### config.mk
export PLATFORM = sky130hd
export DESIGN_NAME = key_short_long_press_detector_top
export DESIGN_NICKNAME = d
export VERILOG_FILES = /design/src/design/kslp_pkg.sv /design/src/design/kslp_lane.sv /design/src/design/kslp_merge.sv /design/src/design/key_short_long_press_detector_top.sv
export SDC_FILE = /design/constraint.sdc
export NUM_CORES = 1
export LEC_CHECK = 0
export BUFFER_PORTS_ARGS = -buffer_cell sky130_fd_sc_hd__buf_2
export CORE_ASPECT_RATIO = 0.75
export CORE_MARGIN = 10
export CORE_UTILIZATION = 61
export DETAILED_ROUTE_END_ITERATION = 6
export PLACE_DENSITY = 0.86
export SETUP_SLACK_MARGIN = 0.5
export SYNTH_ARGS = -nofsm -noshare
export SYNTH_HDL_FRONTEND = slang
export SYNTH_SLANG_ARGS = --single-unit
### constraint.sdc
create_clock -name i_clk -period 9.1 [get_ports i_clk]
set_input_delay 1.82 -clock i_clk [delete_from_list [all_inputs] [get_ports i_clk]]
set_output_delay 1.82 -clock i_clk [all_outputs]
set_load 0.02 [all_outputs]
### src/design/kslp_pkg.sv
`timescale 1ns / 1ps
`default_nettype none
package kslp_pkg;

    localparam int NUM_KEYS    = 4;
    localparam int SCAN_KEYS   = 4;
    localparam int CNT_W       = 8;
    localparam int CFG_W       = 8;
    localparam int PH_W        = 2;
    localparam int KIND_W      = 2;
    localparam int SEL_W       = 2;
    localparam int IN_TDATA_W  = 8;
    localparam int OUT_TDATA_W = 8;

    localparam logic [PH_W-1:0] PH_UNPRESSED = 2'd0;
    localparam logic [PH_W-1:0] PH_PRESSED   = 2'd1;
    localparam logic [PH_W-1:0] PH_HOLD      = 2'd2;
    localparam logic [PH_W-1:0] PH_RELEASED  = 2'd3;

    localparam logic [KIND_W-1:0] KIND_NONE  = 2'd0;
    localparam logic [KIND_W-1:0] KIND_SHORT = 2'd1;
    localparam logic [KIND_W-1:0] KIND_LONG  = 2'd2;

    localparam logic CMD_SCAN = 1'b0;
    localparam logic CMD_READ = 1'b1;

    localparam logic CFG_DEBOUNCE = 1'b0;
    localparam logic CFG_LONG     = 1'b1;

    localparam logic [CFG_W-1:0] DEBOUNCE_RST = 8'd2;
    localparam logic [CFG_W-1:0] LONG_RST     = 8'd100;
    localparam logic [CNT_W-1:0] CNT_MAX      = '1;

    typedef struct packed {
        logic scan;
        logic down;
        logic clr;
    } t_lane_ctl;

    typedef struct packed {
        logic [CFG_W-1:0] debounce;
        logic [CFG_W-1:0] long_cnt;
    } t_cfg;

endpackage
`default_nettype wire

### src/design/kslp_lane.sv
`timescale 1ns / 1ps
`default_nettype none
module kslp_lane (
    input  wire                             i_clk,
    input  wire                             i_rst_n,
    input  wire kslp_pkg::t_lane_ctl        i_ctl,
    input  wire kslp_pkg::t_cfg             i_cfg,
    output logic [kslp_pkg::KIND_W-1:0]     o_latch,
    output logic [kslp_pkg::KIND_W-1:0]     o_latch_next
);

    logic [kslp_pkg::PH_W-1:0]   r_phase, n_phase;
    logic [kslp_pkg::CNT_W-1:0]  r_count, n_count;
    logic [kslp_pkg::KIND_W-1:0] r_latch, n_latch;

    always_comb begin
        n_phase = r_phase;
        n_count = r_count;
        n_latch = r_latch;
        if (i_ctl.clr) begin
            n_latch = kslp_pkg::KIND_NONE;
        end else if (i_ctl.scan) begin
            case (r_phase)
                kslp_pkg::PH_UNPRESSED: begin
                    if (i_ctl.down) begin
                        n_phase = kslp_pkg::PH_PRESSED;
                    end
                end
                kslp_pkg::PH_PRESSED: begin
                    n_phase = kslp_pkg::PH_HOLD;
                end
                kslp_pkg::PH_HOLD: begin
                    if (r_count != kslp_pkg::CNT_MAX) begin
                        n_count = r_count + 1'b1;
                    end
                    if (n_count >= i_cfg.debounce && !i_ctl.down) begin
                        n_phase = kslp_pkg::PH_RELEASED;
                        if (r_latch != kslp_pkg::KIND_LONG) begin
                            n_latch = kslp_pkg::KIND_SHORT;
                        end
                    end
                    if (n_count >= i_cfg.long_cnt) begin
                        n_latch = kslp_pkg::KIND_LONG;
                    end
                end
                default: begin
                    n_count = '0;
                    n_phase = kslp_pkg::PH_UNPRESSED;
                end
            endcase
        end
    end

    always_ff @(posedge i_clk) begin
        if (!i_rst_n) begin
            r_phase <= kslp_pkg::PH_UNPRESSED;
            r_count <= '0;
            r_latch <= kslp_pkg::KIND_NONE;
        end else begin
            r_phase <= n_phase;
            r_count <= n_count;
            r_latch <= n_latch;
        end
    end

    assign o_latch      = r_latch;
    assign o_latch_next = n_latch;

endmodule
`default_nettype wire

### src/design/kslp_merge.sv
`timescale 1ns / 1ps
`default_nettype none
module kslp_merge (
    input  wire                             i_read,
    input  wire [kslp_pkg::SEL_W-1:0]       i_sel,
    input  wire [kslp_pkg::KIND_W-1:0]      i_latch [kslp_pkg::NUM_KEYS],
    input  wire [kslp_pkg::KIND_W-1:0]      i_latch_next [kslp_pkg::NUM_KEYS],
    output logic [kslp_pkg::KIND_W-1:0]     o_kind,
    output logic [kslp_pkg::SCAN_KEYS-1:0]  o_pending
);

    always_comb begin
        o_kind    = kslp_pkg::KIND_NONE;
        o_pending = '0;
        for (int i = 0; i < kslp_pkg::NUM_KEYS; i++) begin
            if (i_read && (32'(i_sel) == i)) begin
                o_kind = i_latch[i];
            end
            if (i < kslp_pkg::SCAN_KEYS) begin
                o_pending[i] = (i_latch_next[i] != kslp_pkg::KIND_NONE);
            end
        end
    end

endmodule
`default_nettype wire

### src/design/key_short_long_press_detector_top.sv
// Short/long key-press classifier for up to four keys, one lane per key.
// Input stream (s_axis): tuser carries the command; each transfer is either a
// scan tick whose tdata carries every key level or a read that returns the
// latched press kind of the key named in tdata and clears it.
// Output stream (m_axis): one result transfer per input transfer, in order,
// giving the press kind (zero on scan) and the mask of keys with a latched
// press after the item.
// The result sits in the output register on the cycle after the input
// transfer. Throughput: one item per cycle while the receiver is ready;
// all key lanes update in parallel and the merge stage feeds the output
// register. A stalled receiver holds the output register; the input side
// keeps taking items as long as the output register is empty or is being
// drained in the same cycle.
// Configuration: write debounce (index 0) or long count (index 1) on the
// write port while the block is idle; writes take effect at the next edge.
// Reset (synchronous, active low): keys unpressed, counters and latches
// cleared, debounce 2, long count 100, output empty.
`timescale 1ns / 1ps
`default_nettype none
module key_short_long_press_detector_top (
    input  wire                                 i_clk,
    input  wire                                 i_rst_n,
    input  wire                                 i_cfg_wr_en,
    input  wire                                 i_cfg_index,
    input  wire [kslp_pkg::CFG_W-1:0]           i_cfg_wdata,
    input  wire                                 s_axis_tvalid,
    output logic                                s_axis_tready,
    // [3:0] keys_down, [5:4] key_select, [7:6] zero
    input  wire [kslp_pkg::IN_TDATA_W-1:0]      s_axis_tdata,
    // [0] cmd
    input  wire                                 s_axis_tuser,
    output logic                                m_axis_tvalid,
    input  wire                                 m_axis_tready,
    // [1:0] press_kind, [5:2] pending_mask, [7:6] zero
    output logic [kslp_pkg::OUT_TDATA_W-1:0]    m_axis_tdata
);

    kslp_pkg::t_cfg r_cfg;

    logic                                 w_accept;
    logic                                 w_cmd;
    logic [kslp_pkg::SCAN_KEYS-1:0]       w_keys;
    logic [kslp_pkg::SEL_W-1:0]           w_sel;
    logic [kslp_pkg::KIND_W-1:0]          w_latch      [kslp_pkg::NUM_KEYS];
    logic [kslp_pkg::KIND_W-1:0]          w_latch_next [kslp_pkg::NUM_KEYS];
    logic [kslp_pkg::KIND_W-1:0]          w_kind;
    logic [kslp_pkg::SCAN_KEYS-1:0]       w_pending;
    logic                                 r_out_valid;
    logic [kslp_pkg::KIND_W-1:0]          r_out_kind;
    logic [kslp_pkg::SCAN_KEYS-1:0]       r_out_pending;

    assign w_cmd  = s_axis_tuser;
    assign w_keys = s_axis_tdata[3:0];
    assign w_sel  = s_axis_tdata[5:4];

    assign s_axis_tready = !r_out_valid || m_axis_tready;
    assign w_accept      = s_axis_tvalid && s_axis_tready;

    always_ff @(posedge i_clk) begin
        if (!i_rst_n) begin
            r_cfg.debounce <= kslp_pkg::DEBOUNCE_RST;
            r_cfg.long_cnt <= kslp_pkg::LONG_RST;
        end else if (i_cfg_wr_en) begin
            case (i_cfg_index)
                kslp_pkg::CFG_DEBOUNCE: r_cfg.debounce <= i_cfg_wdata;
                kslp_pkg::CFG_LONG:     r_cfg.long_cnt <= i_cfg_wdata;
                default:                r_cfg <= r_cfg;
            endcase
        end
    end

    for (genvar g = 0; g < kslp_pkg::NUM_KEYS; g++) begin : g_lane
        kslp_pkg::t_lane_ctl w_ctl;

        assign w_ctl.scan = w_accept && (w_cmd == kslp_pkg::CMD_SCAN);
        assign w_ctl.clr  = w_accept && (w_cmd == kslp_pkg::CMD_READ)
                            && (32'(w_sel) == g);
        if (g < kslp_pkg::SCAN_KEYS) begin : g_in
            assign w_ctl.down = w_keys[g];
        end else begin : g_no_in
            assign w_ctl.down = 1'b0;
        end

        kslp_lane u_lane (
            .i_clk        (i_clk),
            .i_rst_n      (i_rst_n),
            .i_ctl        (w_ctl),
            .i_cfg        (r_cfg),
            .o_latch      (w_latch[g]),
            .o_latch_next (w_latch_next[g])
        );
    end

    kslp_merge u_merge (
        .i_read       (w_cmd == kslp_pkg::CMD_READ),
        .i_sel        (w_sel),
        .i_latch      (w_latch),
        .i_latch_next (w_latch_next),
        .o_kind       (w_kind),
        .o_pending    (w_pending)
    );

    always_ff @(posedge i_clk) begin
        if (!i_rst_n) begin
            r_out_valid <= 1'b0;
        end else if (w_accept) begin
            r_out_valid <= 1'b1;
        end else if (m_axis_tready) begin
            r_out_valid <= 1'b0;
        end
    end

    always_ff @(posedge i_clk) begin
        if (w_accept) begin
            r_out_kind    <= w_kind;
            r_out_pending <= w_pending;
        end
    end

    assign m_axis_tvalid = r_out_valid;
    assign m_axis_tdata  = {2'b00, r_out_pending, r_out_kind};

    a_accept_gives_result: assert property (@(posedge i_clk) disable iff (!i_rst_n)
        w_accept |=> m_axis_tvalid)
        else $error("accepted item produced no result");

    a_scan_kind_none: assert property (@(posedge i_clk) disable iff (!i_rst_n)
        (w_accept && w_cmd == kslp_pkg::CMD_SCAN) |=> (r_out_kind == kslp_pkg::KIND_NONE))
        else $error("scan result carries a press kind");

    a_kind_legal: assert property (@(posedge i_clk) disable iff (!i_rst_n)
        m_axis_tvalid |-> (r_out_kind == kslp_pkg::KIND_NONE
                           || r_out_kind == kslp_pkg::KIND_SHORT
                           || r_out_kind == kslp_pkg::KIND_LONG))
        else $error("illegal press kind");

    a_read_clears_key0: assert property (@(posedge i_clk) disable iff (!i_rst_n)
        (w_accept && w_cmd == kslp_pkg::CMD_READ && w_sel == 2'd0)
        |=> !r_out_pending[0])
        else $error("read left key 0 pending");

endmodule
`default_nettype wire
==> results_dict.tcl, run 1 <==
set metrics [dict create \
    synth_async_sr_flop_share 0 \
    setup-tns-final_ns 0 \
    post-place-cells 760 \
    normalized_max_slew_margin 0.451 \
    worst_slack_ns 4.71 \
    first_pass_iters 5 \
    synthCells 647 \
    coreArea_um2 8560 \
    final_nets 766 \
    hold_class "reg2reg" \
    die_area_um2 13100 \
    cts-resized-gates 0 \
    cts.sink_count 71 \
    detail_route.drc_violations 0 \
    clock_tree.htree_level_count 3 \
    horizontal_die_dimension_um 129 \
    number_of_ports_placed_on_the_die_boundary 33 \
    dp.final_hpwl_um 10300 \
    clk_root_buffer_cell "sky130_fd_sc_hd__clkbuf_16" \
    min-delay-start "r_cfg[1]" \
    ys_top_cells_by_area "sky130_fd_sc_hd__dfxtp_1 24%, sky130_fd_sc_hd__ha_1 19%, sky130_fd_sc_hd__nand2_1 6.8%" \
    setup.worst_path.start "m_axis_tready" \
    num_rows 29 \
    synth.yosys.seq_area_share 0.274 \
    synthesis.area_per_instance_um2 8.35 \
    crit-reg2reg-launch "g_lane[3].u_lane.r_count[0]" \
    post_synth_num_cell_types 69 \
    grt_first_pass_wirelength_um 22400 \
    worstMarginPinSlew_ns 0.823 \
    ys.warnings.count 0 \
    fin_util 0.682 \
    synth_largest_area_cell "sky130_fd_sc_hd__dfxtp_1" \
    final_layout_size_suffix_gt1_frac 0.112 \
    yosys_register_bits 71 \
    cellPowerDensity_nw_per_um2 126 \
    max_clock_buf_depth 2 \
    start_kind "input pin" \
    place.port_buffers 28 \
    grt_antenna_before_repair 0 \
    final_critical_period_ns 4.39 \
    cp_data_required_time_ns 7.28 \
    dpl_worst_slack_ns 4.71 \
    start_util 0.631 \
    ant_nets 0 \
    worstPathArrival_ns 2.57 \
    diodes 0 \
    floorplan.die.height_um 102 \
    final.setup_skew_ns 0.00688 \
    layout-area-overhead-vs-synth_pct 8.08 \
    timing.critical_path.fanout_max 10 \
    drv.max_cap_violation_count 0 \
    path_clk_slew_ns 0.06 \
    route.detailed.vias_per_inst 6.27 \
    setup_viol_count_final 0 \
    synthDominantCellAreaShare 0.241 \
    drt_first_iter_violations 493 \
    instances_no_fill 776 \
    power.static_leakage_nw 2.50 \
    grt_setup_unrepaired "false" \
    groute.usage.overall 0.212 \
    post_cts_hold_buffer_count 0 \
    ir_drop_mv 0.121 \
    tritoncts "done" \
    post_synth_edffs 6 \
    status "finished, final reports clean" \
    post-cts-setup-buffer-count 0 \
    post_synth_instance_area_um2 5400 \
    setup.worst_path.class "in2out" \
    routabilityCongestion 0.903 \
    endpoint_kind "output port" \
    worst_skew_pair_later_pin_latency_ns 0.34 \
    grt_start_max_net_pins 41 \
    final-max-slew-violation-count 0 \
    drt-wirelength-per-cell_um 17.7 \
    final_min_period_over_clock_period 0.483 \
    fmax_mhz 228 \
    tritoncts.num_buffers 9 \
    synth-main-ff-cell "sky130_fd_sc_hd__dfxtp_1" \
    hold_viol_final 0 \
    via_count_of_the_first_global_routing_pass 4704 \
    dr_total_vias 4868 \
    overflow 0 \
    postRouteWirelength_um 13700 \
]
-- path summary, 6_finish.rpt --
check / cells after the start / slack [ns] / endpoint
hold / removal: 2 / 0.46 / r_cfg[1]
setup reg to reg: 10 / 5.62 / r_out_pending[3]
hold reg to reg: 2 / 0.46 / r_cfg[1]
setup / recovery: 4 / 4.71 / s_axis_tready
-- critical path, stage by stage --
cell                      delay (ns)
sky130_fd_sc_hd__buf_2          0.11
sky130_fd_sc_hd__nor2b_4        0.35
sky130_fd_sc_hd__inv_2          0.11
sky130_fd_sc_hd__buf_2          0.18
-- per-layer routing --
| layer | global-route usage | up-vias | share of wire |
|---|---|---|---|
| met3 | 0.0454 | 34 | 0.062 |
| met4 | 0.0741 | 0 | 0.021 |
| li1 | - | 2381 | - |
| met2 | 0.364 | 198 | 0.49 |
| met1 | 0.258 | 2255 | 0.43 |
| met5 | 0 | - | 0 |
-- metrics by stage --
step	hold WS (ns)	cell area (µm²)	total power, mW
floorplan	0.436	5410	0.384
global placement	0.445	5560	0.402
detailed placement	0.451	5560	0.407
CTS	0.459	5840	0.735
global route	0.487	5840	0.757
finish	0.459	5840	0.734
-- final cells by class --
| class | instances | area (µm²) |
|---|---|---|
| Multi-Input combinational cell | 515 | 3660 |
| Fill cell | 707 | 2720 |
| Sequential cell | 71 | 1480 |
| Clock buffer | 13 | 260 |
| Timing Repair Buffer | 29 | 148 |
| Inverter | 37 | 139 |
| Tap cell | 108 | 135 |
| Clock inverter | 3 | 17.5 |
-- report_power, final --
part	switching (mW)	internal, mW	total (mW)
Sequential	0.00350	0.322	0.325
Combinational	0.0504	0.0261	0.0766
Clock	0.134	0.199	0.332
-- cells by family after synthesis --
family | Yosys count | share of synthesized area
flops | 71 | 0.274
other cells | 1 | 0.000694
compound gates | 149 | 0.183
fa+ha+maj | 80 | 0.185
buf+inv | 62 | 0.0493
mux | 19 | 0.0421
xor+xnor | 14 | 0.0227
simple gates | 251 | 0.243
-- cells in the final DEF (no fill, tap or decap), drive strengths merged, types with 3 or more instances in the layout --
master / instances
a22oi: 8
a21oi: 58
or4: 4
o211ai: 4
a2111o: 4
a211oi: 3
nand3: 20
inv: 37
nand2b: 19
and4: 5
o22ai: 6
xor2: 3
nand4: 11
buf: 29
a31oi: 7
a21o: 5
mux2i: 7
a21boi: 3
nor2: 39
o21a: 9
mux2: 10
o41ai: 7
or3: 10
nor3: 16
ha: 80
dfxtp: 65
nor4: 5
nor2b: 5
and3: 5
xnor2: 11
o21ai: 14
a2111oi: 3
clkbuf: 13
edfxtp: 6
nand2: 100
and2: 8
-- flip-flops by register name, indices dropped and copies added, names as in the netlist --
| signal | flops |
|---|---|
| g_lane.u_lane.o_latch | 8 |
| m_axis_tvalid | 1 |
| r_out_pending | 4 |
| g_lane.u_lane.r_count | 32 |
| g_lane.u_lane.r_phase | 8 |
| r_cfg | 16 |
| r_out_kind | 2 |
-- Yosys cell counts, drive strengths merged, types with 3 or more instances --
cell and number:
a22oi 8, nand2 100, nand4 11, mux2i 7
nor2b 5, nor3 16, and4 5, inv 37
nand2b 19, and2 8, a21oi 58, xnor2 11
or3 10, and3 5, nor2 39, o21a 9
dfxtp 65, a2111o 4, mux2 10, a31oi 7
edfxtp 6, xor2 3, o22ai 6, a2111oi 3
o21ai 14, a211oi 3, o211ai 4, nand3 20
nor4 5, clkbuf 17, a21o 5, buf 8
ha 80, o41ai 7, a21boi 3, or4 4
Note: power is estimated with default switching activity, not from simulation.
==> run 2, diff against run 1 <==
- clock period: 9.1 -> 4.5 ns (I/O delays scaled with it)
==> run 2 against run 1 <==
  * Sequential power grew 100%
  * First-iteration DRC count shrank 23%
  * Wire length grew 2.3%
  * Die area is the same
  * Critical path depth grew 6
  * Largest power group is now sequential cells
  * Clock-buffer cell count is the same
  * Critical path type is now reg2reg
  * Final area shrank 0.17%
  * Setup slack lost 3.7 ns
==> results_dict.tcl, run 2 (same netlist as run 1, synthesis figures left out) <==
set metrics [dict create \
    timing.critical_path.fanout_max 5 \
    ant_nets 0 \
    instances_no_fill 776 \
    fin_util 0.681 \
    number_of_ports_placed_on_the_die_boundary 33 \
    commonest_cells_after_routing_fill_and_taps_aside "98 x sky130_fd_sc_hd__nand2_1, 80 x sky130_fd_sc_hd__ha_1, 65 x sky130_fd_sc_hd__dfxtp_1" \
    clock_tree.htree_level_count 3 \
    final_min_period_over_clock_period 0.785 \
    route.detailed.vias_per_inst 6.49 \
    hold_class "reg2reg" \
    hold_viol_final 0 \
    largest-register "g_lane.u_lane.r_count" \
    final.setup_skew_ns 0.00759 \
    status "finished, final reports clean" \
    cts-resized-gates 0 \
    diodes 0 \
    worst_slack_ns 0.968 \
    via_count_of_the_first_global_routing_pass 4961 \
    drt_first_iter_violations 379 \
    setup_viol_count_final 0 \
    tritoncts.num_buffers 9 \
    detail_route.drc_violations 0 \
    fmax_mhz 283 \
    normalized_max_slew_margin 0.599 \
    post-place-cells 761 \
    path_clk_slew_ns 0.06 \
    tritoncts "done" \
    drt-wirelength-per-cell_um 18.1 \
    setup-tns-final_ns 0 \
    worstMarginPinSlew_ns 0.601 \
    final_layout_size_suffix_gt1_frac 0.111 \
    first_pass_iters 5 \
    max_clock_buf_depth 2 \
    die_area_um2 13100 \
    grt_antenna_before_repair 0 \
    layout-area-overhead-vs-synth_pct 7.90 \
    post-cts-setup-buffer-count 0 \
    drv.max_cap_violation_count 0 \
    start_util 0.631 \
    power.static_leakage_nw 2.50 \
    floorplan.die.height_um 102 \
    setup.worst_path.class "reg2reg" \
    crit_slowest_cell "sky130_fd_sc_hd__a31oi_1" \
    dpl_worst_slack_ns 1.07 \
    cp_data_required_time_ns 4.59 \
    largest_register_ffs 32 \
    dp.final_hpwl_um 10500 \
    dr_total_vias 5034 \
    clk_root_buffer_cell "sky130_fd_sc_hd__clkbuf_16" \
    top_regs "g_lane.u_lane.r_count x32, r_cfg x16" \
    horizontal_die_dimension_um 129 \
    overflow 0 \
    groute.usage.overall 0.218 \
    worstPathArrival_ns 3.62 \
    grt_setup_unrepaired "false" \
    cellPowerDensity_nw_per_um2 251 \
    critPathTopFamily "compound AO/OA/AOI/OAI gates" \
    worst_skew_pair_later_pin_latency_ns 0.34 \
    ir_drop_mv 0.252 \
    maximum_cell_stage_delay_along_the_critical_path_ns 0.47 \
    final_nets 767 \
    final_common_cell "sky130_fd_sc_hd__nand2_1" \
    ordered_cell_list_for_the_critical_path "ha_1, nand2_1, nor3_1, xor2_1, ha_1, nand2b_1, a2111o_1, a31oi_1, nor3_1, o41a_1" \
    cp.buffers_inverters 0 \
    post_cts_hold_buffer_count 0 \
    num_rows 29 \
    start_kind "flop" \
    coreArea_um2 8560 \
    grt_first_pass_wirelength_um 23100 \
    final_critical_period_ns 3.53 \
    postRouteWirelength_um 14100 \
    routabilityCongestion 0.917 \
    place.port_buffers 28 \
    endpoint_kind "flop" \
    cts.sink_count 71 \
    grt_start_max_net_pins 41 \
    p_total_mw 1.46 \
    final-max-slew-violation-count 0 \
]
## run 2: cell types whose count changed in the layout (fill, tap and decap cells not counted), sizes merged
| cell | change |
|---|---|
| buf | +1 |
| clkinvlp | -1 |
## run 2: where the power goes
group / switching [mW] / total (mW) / internal, mW / leakage, nW
sequential: 0.00731 / 0.658 / 0.651 / 0.587
clock: 0.263 / 0.646 / 0.383 / 0.129
combinational: 0.104 / 0.157 / 0.0533 / 1.79
total: 0.374 / 1.46 / 1.09 / 2.50
## run 2: layer usage
metal,share of wire,GRT usage,vias to the layer above,wire length [µm]
met1,0.42,0.258,2370,5940
met4,0.020,0.0793,0,287
met3,0.071,0.0564,41,1000
met2,0.49,0.375,243,6820
met5,0,0,-,0
li1,-,-,2380,-
## run 2: tightest hold or removal path, cell delays in order, from the launching register on
cell and delay (ns):
sky130_fd_sc_hd__dfxtp_1 0.31, sky130_fd_sc_hd__nand2_1 0.05, sky130_fd_sc_hd__a21oi_1 0.05
## run 2: cell type report
type                       count  area (µm²)
multi-input combinational    515        3660
fill                         676        2730
sequential                    71        1480
clock buffer                  13         250
timing repair buffer          30         155
inverter                      37         139
tap                          108         135
clock inverter                 2        10.0
## run 2: stage by stage
step | instance area [µm²] | hold WS (ns)
finish | 5830 | 0.456
global route | 5830 | 0.478
CTS | 5830 | 0.459
detailed placement | 5570 | 0.452
floorplan | 5410 | 0.436
global placement | 5570 | 0.446
## run 2: path summary, 6_finish.rpt
check | start | end | slack [ns] | depth (start not counted)
max | g_lane[3].u_lane.r_count[0] | r_out_pending[3] | 0.97 | 10
min | r_cfg[12] | r_cfg[12] | 0.46 | 2
max reg2reg | g_lane[3].u_lane.r_count[0] | r_out_pending[3] | 0.97 | 10
min reg2reg | r_cfg[12] | r_cfg[12] | 0.46 | 2
